### src/sv/mad_pkg.sv
// shared constants and types for the multichannel aligned delay
// no dependencies

package mad_pkg;

    // channel count is fixed by the per-channel ports of the top level
    localparam int CHANNELS        = 6;
    localparam int DELAY_BITS      = 12;
    localparam int MAX_DELAY_DEF   = 4096;
    localparam int SAMPLE_BITS_DEF = 24;

    // register map
    localparam int REG_ENABLE     = 0;
    localparam int REG_DELAY_BASE = 1;
    localparam int NUM_REGS       = CHANNELS + 1;
    localparam int DATA_BITS      = 32;
    localparam int ADDR_BITS      = $clog2(4 * NUM_REGS);
    localparam int IDX_BITS       = ADDR_BITS - 2;

    // control shared by all lanes
    typedef struct packed {
        logic accept;
        logic enable;
        logic wrapped;
    } lane_ctrl_t;

endpackage

### src/sv/mad_cfg.sv
// register file and relative delay computation (minimum over all channels)
// depends on mad_pkg

module mad_cfg
    import mad_pkg::*;
#(
    parameter int MAX_DELAY = MAX_DELAY_DEF
) (
    input  logic                         aclk,
    input  logic                         aresetn,
    input  logic                         psel,
    input  logic                         penable,
    input  logic                         pwrite,
    input  logic [ADDR_BITS-1:0]         paddr,
    input  logic [DATA_BITS-1:0]         pwdata,
    output logic [DATA_BITS-1:0]         prdata,
    output logic                         enable,
    output logic                         settle,
    output logic [$clog2(MAX_DELAY)-1:0] rel [CHANNELS]
);

    localparam int AW = $clog2(MAX_DELAY);

    logic                         enable_reg, enable_next;
    logic                         settle_reg, settle_next;
    logic signed [DELAY_BITS-1:0] delay_reg  [CHANNELS];
    logic signed [DELAY_BITS-1:0] delay_next [CHANNELS];
    logic [AW-1:0]                rel_reg    [CHANNELS];
    logic [AW-1:0]                rel_next   [CHANNELS];
    logic signed [DELAY_BITS-1:0] lowest;
    logic signed [DELAY_BITS:0]   diff;
    logic [DELAY_BITS-1:0]        diff_u;
    logic [IDX_BITS-1:0]          idx;
    logic                         wr;

    assign idx = paddr[ADDR_BITS-1:2];
    assign wr  = psel && penable && pwrite;

    always_comb begin
        enable_next = enable_reg;
        delay_next  = delay_reg;
        settle_next = wr;
        if (wr) begin
            if (idx == IDX_BITS'(REG_ENABLE)) begin
                enable_next = pwdata[0];
            end
            for (int ch = 0; ch < CHANNELS; ch++) begin
                if (idx == IDX_BITS'(REG_DELAY_BASE + ch)) begin
                    delay_next[ch] = pwdata[DELAY_BITS-1:0];
                end
            end
        end
    end

    always_comb begin
        prdata = '0;
        if (idx == IDX_BITS'(REG_ENABLE)) begin
            prdata = DATA_BITS'(enable_reg);
        end
        for (int ch = 0; ch < CHANNELS; ch++) begin
            if (idx == IDX_BITS'(REG_DELAY_BASE + ch)) begin
                prdata = DATA_BITS'(unsigned'(delay_reg[ch]));
            end
        end
    end

    // relative delays, saturated to the ring size
    always_comb begin
        lowest = delay_reg[0];
        for (int ch = 1; ch < CHANNELS; ch++) begin
            if (delay_reg[ch] < lowest) begin
                lowest = delay_reg[ch];
            end
        end
        diff   = '0;
        diff_u = '0;
        for (int ch = 0; ch < CHANNELS; ch++) begin
            diff   = {delay_reg[ch][DELAY_BITS-1], delay_reg[ch]} - {lowest[DELAY_BITS-1], lowest};
            diff_u = diff[DELAY_BITS-1:0];
            if (int'(diff_u) > MAX_DELAY - 1) begin
                rel_next[ch] = AW'(MAX_DELAY - 1);
            end else begin
                rel_next[ch] = AW'(diff_u);
            end
        end
    end

    always_ff @(posedge aclk) begin
        if (!aresetn) begin
            enable_reg <= 1'b0;
            settle_reg <= 1'b0;
            for (int ch = 0; ch < CHANNELS; ch++) begin
                delay_reg[ch] <= '0;
                rel_reg[ch]   <= '0;
            end
        end else begin
            enable_reg <= enable_next;
            settle_reg <= settle_next;
            delay_reg  <= delay_next;
            rel_reg    <= rel_next;
        end
    end

    assign enable = enable_reg;
    assign settle = settle_reg;
    assign rel    = rel_reg;

endmodule

### config.mk
export PLATFORM = sky130hd
export DESIGN_NAME = mad_cfg
export DESIGN_NICKNAME = d
export VERILOG_FILES = /design/src/sv/mad_pkg.sv /design/src/sv/mad_cfg.sv
export SDC_FILE = /design/constraint.sdc
export NUM_CORES = 1
export LEC_CHECK = 0
export ABC_AREA = 1
export BUFFER_PORTS_ARGS = -buffer_cell sky130_fd_sc_hd__clkbuf_2
export CORE_MARGIN = 2
export CORE_UTILIZATION = 58
export CTS_CLUSTER_SIZE = 20
export DETAILED_ROUTE_END_ITERATION = 10
export GPL_TIMING_DRIVEN = 0
export PLACE_DENSITY = 0.81
export SLEW_MARGIN = 20
export SYNTH_ARGS = -nofsm -noshare
export SYNTH_HDL_FRONTEND = slang
export SYNTH_SLANG_ARGS = --single-unit
### constraint.sdc
create_clock -name aclk -period 12.5 [get_ports aclk]
set_clock_uncertainty 0.15 [all_clocks]
set_input_delay 3.75 -clock aclk [delete_from_list [all_inputs] [get_ports aclk]]
set_output_delay 3.75 -clock aclk [all_outputs]
set_load 0.02 [all_outputs]
==> impl_metrics.ini <==
[hold_path]
hold-path-cell-count = 2
hold_end = delay_reg[48]
min_from = delay_reg[48]
min_path_type = reg -> reg

[grt]
grt_usage = 0.3436
antenna_found_initial = 0
grt_pass1_wl_um = 45800
grt-ovfl-total = 0
grt_pass1_vias = 8680
grt_max_degree = 17

[synth]
synth-compound-area-share = 0.2056
synth_ff_type = dfxtp_1
synth_xor_xnor_area_share = 0.004673
synth_edf_count = 0
yosys.area_share.simple = 0.2163
yosysSeqAreaShare = 0.3119
synth_seq_cells = 146
ys_warn_count = 0
synth_mux_area_frac = 0
synthCells = 1326
synth_top_family_by_area = simple AND/OR/NAND/NOR gates
syn_avg_cell_area_um2 = 7.067
synthAdderAreaFrac = 0.1744
synthDistinctLibCells = 36
postSynth.asyncResetShare = 0
synth_area_um2 = 9371

[detailed_routing]
drt-total-wl_um = 29800
routedWlPerCell_um = 17.47
avgViaCountPerCell = 5.644
drt_iter0_markers = 866
routed-via-count = 9628
drc = 0
postRouteAntennaNets = 0
firstDrtPassIters = 5

[floorplanning]
die_y_um = 131.1
core_um2 = 15830
start_util = 0.5921
design.die.area_um2 = 17190
num_rows = 46
ios = 148
die_w_um = 131.1

[cts]
hold_buffers = 0
cts_tree = yes
cts_buffer_depth = 2
clkSinkCount = 146
path_clk_slew_ps = 70
clockRootBuffer = clkbuf_16
cts_inserted_buffers = 17
htreeDepth = 4
clk_latency_ps = 440

[setup_path]
cp.buffers_inverters = 8
slowest_stage = a2111oi_4
cpLargestDelayFamily = compound AO/OA/AOI/OAI gates
timing.rr.start = delay_reg[67]
r2r_setup_slack_ps = 750
crit_top_cell = nand2_1
path_max_fanout = 10
required_ps = 12690
r2r-end = rel[47]
crit_arrival_ps = 11940
reg2reg_depth = 70
end_kind = flip-flop
worst_setup_path_start_kind = flip-flop
worstSetupPathType = reg -> reg
max_stage_delay_ps = 450

[timing]
tightest_slew_ps = 1163
final_max_slew_viol_count = 0
hold_violations = 0
max_freq_mhz = 85.10
period_minus_slack_ps = 11750
relSlewSlack = 0.2167
setup_viol = 0
fin_ws_ps = 748.7
fin_crit_sh = 0.9401

[finish]
layout_common_cells = nand2_1, nor2_1, o21ai_0
nets = 1646
layout-drive-gt1-share = 0.1523
final_common_cell = nand2_1
antenna_cells = 0
final_area_um2 = 11090
syn2layout_area_growth_pct = 18.33

[place]
placed_area_um2 = 10280
gp_congestion = 0.9704
numPortBuffers = 105
dp_hpwl_um = 23090
pre_cts_slack_ps = -1164

[status]
status = complete, no violations

[flow_run]
cap_violations = 0
-- per-layer routing --
metal	up-vias	global-route usage	share of wire
li1	4725	-	-
met1	4392	0.4350	0.41
met2	432	0.5637	0.47
met3	79	0.05015	0.075
met4	0	0.1914	0.050
met5	-	0	0
-- worst max-delay path by stage --
stage	startpoint	to	slack [ps]	cells past startpoint
4_1_cts	delay_reg[71]	rel[71]	40	79
3_3_place_gp	delay_reg[71]	rel[71]	-2610	79
3_5_place_dp	delay_reg[71]	rel[71]	-1160	79
2_1_floorplan	delay_reg[71]	rel[59]	880	79
6_report	delay_reg[67]	rel[47]	750	70
5_1_grt	delay_reg[71]	rel[71]	-20	82
-- cell families after synthesis --
logic type	after synthesis
xor+xnor	5
simple gates	494
flops	146
other cells	1
fa+ha+maj	127
buf+inv	196
compound gates	357
-- cells in the mapped netlist (all sizes together) (2+ instances only) --
library cell / number / area [µm²]
a2111oi: 2 / 17.52
a211oi: 9 / 67.56
a21boi: 2 / 15.01
a21oi: 109 / 545.5
a221oi: 11 / 96.34
a31oi: 2 / 12.51
buf: 22 / 160.1
clkbuf: 41 / 153.9
dfxtp: 146 / 2923
fa: 6 / 120.1
ha: 121 / 1514
inv: 132 / 495.5
nand2: 229 / 892.1
nand3: 45 / 235.2
nand4: 9 / 56.30
nor2: 196 / 760.7
nor3: 12 / 60.06
o21a: 9 / 67.56
o21ai: 201 / 1006
o21bai: 5 / 37.54
o221a: 2 / 22.52
xor2: 5 / 43.79
-- repair_timing --
| action | CTS | global route |
|---|---|---|
| resized for setup | 13 | 56 |
| pin swaps | 0 | 9 |
| buffers inserted | 0 | 4 |
| endpoints found under the setup margin | 18 | 23 |
-- metrics by stage --
stage	instances	utilization	hold slack [ps]	TNS, ps
detailed placement	1670	0.6495	378.3	-5790
floorplan	1345	-	325.3	0
finish	1706	0.7006	393.4	0
CTS	1702	0.6893	389.2	0
global placement	1666	0.6469	361.9	-67910
global route	1706	0.7006	428.5	-18.29
-- worst register-to-register path: cells and delay by family, from the launching register on --
kind	cells	cell delay, ps
AO/OA/AOI/OAI	23	4800
buffers and inverters	8	1330
AND/OR/NAND/NOR	32	2930
XOR/XNOR	1	320
flip-flops	1	370
adder cells (fa/ha/maj)	6	1760
-- area by class of cell --
class / instances / area, µm²
buffer: 63 / 342.8
clock buffer: 17 / 425.4
clock inverter: 15 / 166.4
fill: 1346 / 4738
inverter: 133 / 499.2
multi-input combinational: 1003 / 5852
sequential: 146 / 2924
tap: 216 / 270.3
timing repair buffer: 113 / 609.3
Power is left out: the tool's default activity adds up to more than one toggle a clock period on the data nets, which glitch-free logic cannot reach.
